$ cat config.mk
export PLATFORM = sky130hd
export DESIGN_NAME = two_button_lamp_dimmer
export DESIGN_NICKNAME = d
export VERILOG_FILES = /design/src/hw/rtl/tbld_pkg.sv /design/src/hw/rtl/tbld_cfg.sv /design/src/hw/rtl/tbld_fsm.sv /design/src/hw/rtl/tbld_out.sv /design/src/hw/rtl/two_button_lamp_dimmer.sv
export SDC_FILE = /design/constraint.sdc
export NUM_CORES = 1
export LEC_CHECK = 0
export ABC_AREA = 1
export BUFFER_PORTS_ARGS = -buffer_cell sky130_fd_sc_hd__buf_2
export CORE_UTILIZATION = 42
export CTS_CLUSTER_DIAMETER = 40
export CTS_CLUSTER_SIZE = 28
export DETAILED_ROUTE_END_ITERATION = 10
export GPL_TIMING_DRIVEN = 0
export PLACE_DENSITY_LB_ADDON = 0.12
export SETUP_SLACK_MARGIN = 0.02
export SLEW_MARGIN = 0
export SYNTH_ARGS = -nofsm -noshare
export SYNTH_HDL_FRONTEND = slang
export SYNTH_SLANG_ARGS = --single-unit
$ cat constraint.sdc
create_clock -name clk -period 11.22 [get_ports clk]
set_clock_uncertainty 0.2 [all_clocks]
set_input_delay 1.683 -clock clk [delete_from_list [all_inputs] [get_ports clk]]
set_output_delay 1.683 -clock clk [all_outputs]
set_load 0.02 [all_outputs]
$ cat src/hw/rtl/tbld_pkg.sv
`default_nettype none

package tbld_pkg;

  localparam int NUM_COLORS = 11;
  localparam int CI_W       = 4;

  typedef enum logic [2:0] {
    PH_IDLE,
    PH_PRESS,
    PH_RAMP,
    PH_FLASH,
    PH_RELEASE,
    PH_DEBOUNCE,
    PH_REPEAT
  } phase_t;

  // register index = paddr[4:2]
  typedef enum logic [2:0] {
    REG_LONG_PRESS,
    REG_RAMP_STEP,
    REG_FLASH,
    REG_COLOR_REPEAT,
    REG_DEBOUNCE,
    REG_MIN_BRIGHT,
    REG_MAX_BRIGHT
  } reg_idx_t;

  localparam logic [7:0] FLASH_MAX_LEVEL = 8'd10;
  localparam logic [7:0] FLASH_MIN_LEVEL = 8'd200;
  localparam logic [7:0] RESET_LEVEL     = 8'd25;

  localparam logic [15:0] RST_LONG_PRESS   = 16'd1000;
  localparam logic [7:0]  RST_RAMP_STEP    = 8'd10;
  localparam logic [9:0]  RST_FLASH        = 10'd50;
  localparam logic [11:0] RST_COLOR_REPEAT = 12'd500;
  localparam logic [7:0]  RST_DEBOUNCE     = 8'd10;
  localparam logic [7:0]  RST_MIN_BRIGHT   = 8'd20;
  localparam logic [7:0]  RST_MAX_BRIGHT   = 8'd255;

  typedef struct packed {
    logic power_button;
    logic color_button;
  } tick_t;

  typedef struct packed {
    logic            lamp_lit;
    logic            indicator_led;
    logic [7:0]      shown_brightness;
    logic [7:0]      red_level;
    logic [7:0]      green_level;
    logic [7:0]      blue_level;
    logic [7:0]      white_level;
    logic [CI_W-1:0] color_number;
  } result_t;

  typedef struct packed {
    logic [15:0] long_press_ticks;
    logic [7:0]  ramp_step_ticks;
    logic [9:0]  flash_ticks;
    logic [11:0] color_repeat_ticks;
    logic [7:0]  debounce_ticks;
    logic [7:0]  min_bright;
    logic [7:0]  max_bright;
  } cfg_t;

  typedef struct packed {
    logic            lit;
    logic [7:0]      shown;
    logic [CI_W-1:0] color;
  } lamp_state_t;

  // {red, green, blue, white}; out-of-range index shows white only
  function automatic logic [31:0] color_rgbw(input logic [CI_W-1:0] idx);
    logic [31:0] c;
    case (idx)
      4'd1:    c = {8'd255, 8'd0,   8'd0,   8'd0};
      4'd2:    c = {8'd255, 8'd255, 8'd0,   8'd0};
      4'd3:    c = {8'd0,   8'd255, 8'd0,   8'd0};
      4'd4:    c = {8'd0,   8'd255, 8'd255, 8'd0};
      4'd5:    c = {8'd0,   8'd0,   8'd255, 8'd0};
      4'd6:    c = {8'd255, 8'd0,   8'd255, 8'd0};
      4'd7:    c = {8'd255, 8'd0,   8'd0,   8'd255};
      4'd8:    c = {8'd0,   8'd255, 8'd0,   8'd255};
      4'd9:    c = {8'd0,   8'd0,   8'd255, 8'd255};
      4'd10:   c = {8'd255, 8'd255, 8'd255, 8'd255};
      default: c = {8'd0,   8'd0,   8'd0,   8'd255};
    endcase
    return c;
  endfunction

endpackage

`default_nettype wire

$ cat src/hw/rtl/tbld_cfg.sv
`default_nettype none

module tbld_cfg import tbld_pkg::*; (
  input  wire logic        clk,
  input  wire logic        rst,
  input  wire logic        psel,
  input  wire logic        penable,
  input  wire logic        pwrite,
  input  wire logic [4:0]  paddr,
  input  wire logic [31:0] pwdata,
  output logic [31:0]      prdata,
  output logic             pready,
  output cfg_t             cfg
);

  reg_idx_t idx;
  logic     wr;

  assign idx    = reg_idx_t'(paddr[4:2]);
  assign wr     = psel && penable && pwrite;
  assign pready = 1'b1;

  always_ff @(posedge clk) begin
    if (rst) begin
      cfg.long_press_ticks   <= RST_LONG_PRESS;
      cfg.ramp_step_ticks    <= RST_RAMP_STEP;
      cfg.flash_ticks        <= RST_FLASH;
      cfg.color_repeat_ticks <= RST_COLOR_REPEAT;
      cfg.debounce_ticks     <= RST_DEBOUNCE;
      cfg.min_bright         <= RST_MIN_BRIGHT;
      cfg.max_bright         <= RST_MAX_BRIGHT;
    end else if (wr) begin
      unique case (idx)
        REG_LONG_PRESS:   cfg.long_press_ticks   <= pwdata[15:0];
        REG_RAMP_STEP:    cfg.ramp_step_ticks    <= pwdata[7:0];
        REG_FLASH:        cfg.flash_ticks        <= pwdata[9:0];
        REG_COLOR_REPEAT: cfg.color_repeat_ticks <= pwdata[11:0];
        REG_DEBOUNCE:     cfg.debounce_ticks     <= pwdata[7:0];
        REG_MIN_BRIGHT:   cfg.min_bright         <= pwdata[7:0];
        REG_MAX_BRIGHT:   cfg.max_bright         <= pwdata[7:0];
        default: ;
      endcase
    end
  end

  always_comb begin
    unique case (idx)
      REG_LONG_PRESS:   prdata = {16'd0, cfg.long_press_ticks};
      REG_RAMP_STEP:    prdata = {24'd0, cfg.ramp_step_ticks};
      REG_FLASH:        prdata = {22'd0, cfg.flash_ticks};
      REG_COLOR_REPEAT: prdata = {20'd0, cfg.color_repeat_ticks};
      REG_DEBOUNCE:     prdata = {24'd0, cfg.debounce_ticks};
      REG_MIN_BRIGHT:   prdata = {24'd0, cfg.min_bright};
      REG_MAX_BRIGHT:   prdata = {24'd0, cfg.max_bright};
      default:          prdata = 32'd0;
    endcase
  end

endmodule

`default_nettype wire

$ cat src/hw/rtl/tbld_fsm.sv
`default_nettype none

module tbld_fsm import tbld_pkg::*; (
  input  wire logic  clk,
  input  wire logic  rst,
  input  wire logic  acc,
  input  wire tick_t tick,
  input  wire cfg_t  cfg,
  output lamp_state_t st_next
);

  phase_t          phase, phase_next;
  logic [15:0]     tmr, tmr_next;
  logic            lit, lit_next;
  logic [CI_W-1:0] ci, ci_next;
  logic [7:0]      lvl, lvl_next;
  logic            dn, dn_next;
  logic            fam, fam_next;

  logic [15:0]       tmr_inc;
  logic [15:0]       long_per;
  logic [7:0]        ramp_per;
  logic [11:0]       rep_per;
  logic              dir_fix, rdir;
  logic signed [9:0] v;
  logic              v_hi, v_lo;
  phase_t            r_phase;
  logic [7:0]        r_lvl;
  logic              r_dn, r_fam;
  logic [CI_W-1:0]   ci_inc;
  logic              p1, p2;

  assign p1 = tick.power_button;
  assign p2 = tick.color_button;

  always_ff @(posedge clk) begin
    if (rst) begin
      phase <= PH_IDLE;
      tmr   <= '0;
      lit   <= 1'b0;
      ci    <= '0;
      lvl   <= RESET_LEVEL;
      dn    <= 1'b0;
      fam   <= 1'b0;
    end else if (acc) begin
      phase <= phase_next;
      tmr   <= tmr_next;
      lit   <= lit_next;
      ci    <= ci_next;
      lvl   <= lvl_next;
      dn    <= dn_next;
      fam   <= fam_next;
    end
  end

  // one ramp step, shared by the long-press and ramp phases
  always_comb begin
    tmr_inc  = (tmr == 16'hFFFF) ? tmr : tmr + 16'd1;
    long_per = (cfg.long_press_ticks == '0) ? 16'd1 : cfg.long_press_ticks;
    ramp_per = (cfg.ramp_step_ticks == '0) ? 8'd1 : cfg.ramp_step_ticks;
    rep_per  = (cfg.color_repeat_ticks == '0) ? 12'd1 : cfg.color_repeat_ticks;
    ci_inc   = (ci >= CI_W'(NUM_COLORS - 1)) ? '0 : ci + 1'b1;

    dir_fix = !dn;
    if (!dir_fix && lvl >= cfg.max_bright) begin
      dir_fix = 1'b1;
    end else if (dir_fix && lvl <= cfg.min_bright) begin
      dir_fix = 1'b0;
    end
    rdir = (phase == PH_PRESS) ? dir_fix : dn;

    v    = $signed({2'b00, lvl}) + (rdir ? -10'sd1 : 10'sd1);
    v_hi = v >= $signed({2'b00, cfg.max_bright});
    v_lo = v <= $signed({2'b00, cfg.min_bright});

    r_phase = PH_RAMP;
    r_lvl   = v[7:0];
    r_dn    = rdir;
    r_fam   = fam;
    if (v_hi) begin
      r_lvl = cfg.max_bright;
      r_dn  = 1'b1;
      r_fam = 1'b1;
    end else if (v_lo) begin
      r_lvl = cfg.min_bright;
      r_dn  = 1'b0;
      r_fam = 1'b0;
    end
    if (v_hi || v_lo) begin
      r_phase = (cfg.flash_ticks == '0) ? PH_RELEASE : PH_FLASH;
    end
  end

  always_comb begin
    phase_next = phase;
    tmr_next   = tmr;
    lit_next   = lit;
    ci_next    = ci;
    lvl_next   = lvl;
    dn_next    = dn;
    fam_next   = fam;
    unique case (phase)
      PH_IDLE: begin
        if (p1) begin
          phase_next = PH_PRESS;
          tmr_next   = '0;
        end else if (p2 && lit) begin
          phase_next = PH_DEBOUNCE;
          tmr_next   = '0;
          if (cfg.debounce_ticks == '0) begin
            ci_next    = ci_inc;
            phase_next = PH_REPEAT;
          end
        end
      end
      PH_PRESS: begin
        if (!p1) begin
          lit_next   = !lit;
          phase_next = PH_IDLE;
        end else begin
          tmr_next = tmr_inc;
          if (tmr_inc >= long_per) begin
            lit_next   = 1'b1;
            tmr_next   = '0;
            phase_next = r_phase;
            lvl_next   = r_lvl;
            dn_next    = r_dn;
            fam_next   = r_fam;
          end
        end
      end
      PH_RAMP: begin
        if (!p1) begin
          phase_next = PH_IDLE;
        end else begin
          tmr_next = tmr_inc;
          if (tmr_inc >= {8'd0, ramp_per}) begin
            tmr_next   = '0;
            phase_next = r_phase;
            lvl_next   = r_lvl;
            dn_next    = r_dn;
            fam_next   = r_fam;
          end
        end
      end
      PH_FLASH: begin
        tmr_next = tmr_inc;
        if (tmr_inc >= {6'd0, cfg.flash_ticks}) begin
          phase_next = p1 ? PH_RELEASE : PH_IDLE;
        end
      end
      PH_RELEASE: begin
        if (!p1) phase_next = PH_IDLE;
      end
      PH_DEBOUNCE: begin
        tmr_next = tmr_inc;
        if (tmr_inc >= {8'd0, cfg.debounce_ticks}) begin
          if (p2) begin
            ci_next    = ci_inc;
            tmr_next   = '0;
            phase_next = PH_REPEAT;
          end else begin
            phase_next = PH_IDLE;
          end
        end
      end
      PH_REPEAT: begin
        tmr_next = tmr_inc;
        if (tmr_inc >= {4'd0, rep_per}) begin
          if (p2) begin
            ci_next  = ci_inc;
            tmr_next = '0;
          end else begin
            phase_next = PH_IDLE;
          end
        end
      end
      default: phase_next = PH_IDLE;
    endcase

    st_next.lit   = lit_next;
    st_next.color = ci_next;
    if (phase_next == PH_FLASH) begin
      st_next.shown = fam_next ? FLASH_MAX_LEVEL : FLASH_MIN_LEVEL;
    end else begin
      st_next.shown = lvl_next;
    end
  end

  // the limit flash always leaves the direction pointing away from that limit
  a_flash_dir: assert property (@(posedge clk) disable iff (rst)
    phase == PH_FLASH |-> dn == fam)
    else $error("flash limit and ramp direction disagree");

  a_idle_press: assert property (@(posedge clk) disable iff (rst)
    acc && phase == PH_IDLE && p1 |=> phase == PH_PRESS && tmr == '0)
    else $error("power press from idle not taken");

  a_hold: assert property (@(posedge clk) disable iff (rst)
    !acc |=> $stable(phase) && $stable(lvl) && $stable(ci) && $stable(lit))
    else $error("state moved without an item");

endmodule

`default_nettype wire

$ cat src/hw/rtl/tbld_out.sv
`default_nettype none

module tbld_out import tbld_pkg::*; (
  input  wire logic        clk,
  input  wire logic        rst,
  input  wire logic        load,
  input  wire lamp_state_t st,
  input  wire logic        result_stall,
  output logic             result_valid,
  output result_t          result
);

  result_t     res_d;
  logic [31:0] rgbw;

  always_comb begin
    rgbw                   = st.lit ? color_rgbw(st.color) : 32'd0;
    res_d.lamp_lit         = st.lit;
    res_d.indicator_led    = st.lit;
    res_d.shown_brightness = st.shown;
    res_d.red_level        = rgbw[31:24];
    res_d.green_level      = rgbw[23:16];
    res_d.blue_level       = rgbw[15:8];
    res_d.white_level      = rgbw[7:0];
    res_d.color_number     = st.color;
  end

  always_ff @(posedge clk) begin
    if (rst) begin
      result_valid <= 1'b0;
    end else if (load) begin
      result_valid <= 1'b1;
    end else if (!result_stall) begin
      result_valid <= 1'b0;
    end
  end

  always_ff @(posedge clk) begin
    if (load) result <= res_d;
  end

endmodule

`default_nettype wire

$ cat src/hw/rtl/two_button_lamp_dimmer.sv
// Latency: the result of an item is valid in the cycle after the item is accepted.
// Throughput: one item per cycle; the only limit is the single output register,
// which can take a new item in the same cycle its old one is taken.
// Reset (rst, synchronous): lamp off, idle, level 25, color 0, output empty,
// registers back to their default timings and brightness limits.
`default_nettype none

module two_button_lamp_dimmer import tbld_pkg::*; (
  input  wire logic        clk,
  input  wire logic        rst,
  input  wire logic        tick_valid,
  output logic             tick_stall,
  input  wire tick_t       tick,
  output logic             result_valid,
  input  wire logic        result_stall,
  output result_t          result,
  input  wire logic        psel,
  input  wire logic        penable,
  input  wire logic        pwrite,
  input  wire logic [4:0]  paddr,
  input  wire logic [31:0] pwdata,
  output logic [31:0]      prdata,
  output logic             pready
);

  cfg_t        cfg;
  lamp_state_t st_next;
  logic        acc;

  assign tick_stall = result_valid && result_stall;
  assign acc        = tick_valid && !tick_stall;

  tbld_cfg u_cfg (
    .clk     (clk),
    .rst     (rst),
    .psel    (psel),
    .penable (penable),
    .pwrite  (pwrite),
    .paddr   (paddr),
    .pwdata  (pwdata),
    .prdata  (prdata),
    .pready  (pready),
    .cfg     (cfg)
  );

  tbld_fsm u_fsm (
    .clk     (clk),
    .rst     (rst),
    .acc     (acc),
    .tick    (tick),
    .cfg     (cfg),
    .st_next (st_next)
  );

  tbld_out u_out (
    .clk          (clk),
    .rst          (rst),
    .load         (acc),
    .st           (st_next),
    .result_stall (result_stall),
    .result_valid (result_valid),
    .result       (result)
  );

endmodule

`default_nettype wire

==> qor.yml <==
cpPeakStageDelay_ns: 0.52
dp_slack_ns: 5.646
cpMaxStageDelayCell: "dfxtp_1"
synth_seq_area_share_pct: 27.35
synthToLayoutAreaGrowth_pct: 15.27
final_common_cell: "nand2_1"
final_cell_mix: "nand2_1 (218), inv_1 (171), a21oi_1 (132), dfxtp_1 (105), ha_1 (101)"
r2r_end: "u_out.result[38]"
grt-ovfl-total: 0
post_cts_resized: 0
die_h_um: 152.8
htree_levels: 4
drtIter0Drc: 670
crit_type: "reg -> reg"
cts_tree: "built"
synth_seq_cells: 122
drv_cap: 0
leakage_uw: 0.005233
drtAntennaViolNets: 0
finalHoldViolCount: 0
dp_hpwl_mm: 22.28
place.gp.congestion: 0.9350
ir_drop_uv: 100.2
r2r_setup_slack_ns: 5.51
drt_wl_total_mm: 29.20
cp-endpoint: "u_out.result[38]"
avgSynthCellArea_um2: 7.269
rsz0062_at_grt: "no"
max_freq_ghz: 0.1752
p_per_area_nw_per_um2: 123.1
post_cts_buffers: 0
yosys_warnings: 0
floorplan.initialDensity_pct: 43.23
fin_crit_sh_pct: 50.87
die_width_um: 152.8
core_um2: 22090
cts_sinks: 122
drive_gt1_share_pct: 18.47
setup_viol: 0
root_buffer: "clkbuf_16"
drc: 9
grt_pass1_vias: 8376
timing.rr.start: "u_fsm.lvl[0]"
start_kind: "flop"
synth_top_area_cell: "dfxtp_1"
row_count: 54
slew_headroom_pct: 23.77
synth.area.top_cells: "dfxtp_1 (22%), ha_1 (13%), nand2_1 (8.6%)"
fp.dieArea_um2: 23350
critical_path_arrival_ns: 5.67
fin_setup_tns_ns: 0
fin_crit_ns: 5.707
wl_per_cell_um: 16.87
vias: 9204
hold_path_class: "reg -> reg"
register_area_um2: 2613
antenna_found_initial: 1
async_flop_share_pct: 0
worstRegToRegCells: 30
n_fill_cell: 2252
synth_edf_count: 17
tightest_slew_ns: 1.135
grt_max_degree: 27
ioPinCount: 127
io_buffer_count: 89
insertion_delay_ns: 0.42
path_clk_slew_ns: 0.06
cts_made_buffers: 17
synth_cells: 1314
worstPathMaxFanout: 13
fin_ws_ns: 5.513
cp-end-kind: "flop"
ys.flop_type: "dfxtp_1"
cts_max_path_buffers: 2
status: "finished with violations"
grt_use_total_pct: 25.11
layout.nets: 1586
violations: "DRC"
netlist.area_leader.share_pct: 22.01
startpoint: "u_fsm.lvl[0]"
syn-cell-area_um2: 9552
path_common_cell: "nand2_1"
via_per_inst: 5.317
ys_types: 62
grt_pass1_wl_mm: 45.60
fin_util_pct: 49.84
dr.pass1.iters: 10
multi_input_area_um2: 5779
n_antenna_cell: 0
slew_violations: 0
hold_buffers: 0
cp.required_ns: 11.18
[where the power goes]
group          switching [uW]  total [uW]  internal [uW]
logic                     209         319            109
clock network             218         567            349
registers                12.1         470            458
total                     439        1360            916
[worst max-delay path: cells and delay by family, from the launching register on]
family	cells	cell delay [ns]
AO/OA/AOI/OAI	6	1.05
buffers and inverters	2	0.51
flip-flops	1	0.52
XOR/XNOR	1	0.41
AND/OR/NAND/NOR	18	1.66
adder cells (fa/ha/maj)	3	1.10
[cell families (layout without fill, tap and decap cells)]
family / count (synthesis) / in the layout / share of synthesized area, %
simple gates: 466 / 466 / 24.22
other cells: 2 / 17 / 0.07863
flops: 122 / 122 / 27.35
compound gates: 337 / 337 / 20.72
xor+xnor: 15 / 15 / 1.454
fa+ha+maj: 102 / 102 / 13.44
buf+inv: 270 / 392 / 12.73
[final cells by class]
cell class,count,share of cell area (%)
Multi-Input combinational cell,937,52.49
Inverter,190,6.477
Clock buffer,17,3.864
Buffer,80,4.580
Tap cell,280,3.182
Clock inverter,15,1.568
Timing Repair Buffer,90,4.114
Sequential cell,122,23.73
[flip-flops by register name, summed over array words and instances, names as in the netlist]
signal	flops
u_cfg.cfg	70
u_out.result_valid	1
u_fsm.lvl	8
u_fsm.tmr	16
u_fsm.phase	3
u_fsm.lit	1
u_fsm.fam	1
u_fsm.dn	1
u_out.result	17
u_fsm.ci	4
[cell usage after synthesis, types with 5 or more instances]
| master | count |
|---|---|
| a211oi_1 | 5 |
| a21oi_1 | 132 |
| a21oi_2 | 13 |
| buf_4 | 47 |
| clkbuf_1 | 27 |
| clkinv_1 | 6 |
| dfxtp_1 | 105 |
| edfxtp_1 | 17 |
| ha_1 | 101 |
| inv_1 | 171 |
| inv_2 | 13 |
| nand2_1 | 218 |
| nand2_2 | 12 |
| nand3_1 | 52 |
| nand3_2 | 19 |
| nand4_1 | 24 |
| nor2_1 | 79 |
| nor2_2 | 9 |
| nor3_1 | 23 |
| nor4_1 | 5 |
| o211ai_1 | 21 |
| o21a_1 | 5 |
| o21ai_0 | 93 |
| o21ai_1 | 16 |
| o221ai_1 | 8 |
| o22ai_1 | 17 |
| xnor2_1 | 5 |
| xor2_1 | 9 |
[per-stage QoR]
step / cell area [um^2] / instances / hold slack [ns] / power [uW]
5_1_grt: 11010 / 1731 / 0.3029 / 1413
2_1_floorplan: 9608 / 1329 / 0.2438 / 704.0
3_3_place_gp: 10400 / 1698 / 0.2684 / 790.4
6_report: 11010 / 1731 / 0.2766 / 1355
4_1_cts: 11010 / 1731 / 0.2780 / 1357
3_5_place_dp: 10410 / 1699 / 0.2701 / 793.3
[worst min path at each step]
stage	startpoint	endpoint	slack (ns)	cells after the start
2_1_floorplan	u_cfg.cfg[24]	u_cfg.cfg[24]	0.24	2
3_3_place_gp	u_out.result_valid	u_out.result_valid	0.27	2
3_5_place_dp	u_out.result_valid	u_out.result_valid	0.27	2
4_1_cts	u_out.result_valid	u_out.result_valid	0.28	2
5_1_grt	u_out.result_valid	u_out.result_valid	0.30	2
6_report	u_out.result_valid	u_out.result_valid	0.28	2
[per-layer routing]
metal / GRT usage [%] / vias up / share of wire, %
li1: - / 4656 / -
met1: 34.78 / 4190 / 47
met2: 39.93 / 317 / 44
met3: 3.925 / 39 / 6.5
met4: 7.696 / 2 / 1.6
met5: 0 / - / 0.045
Power figures use the tool's default switching activity.
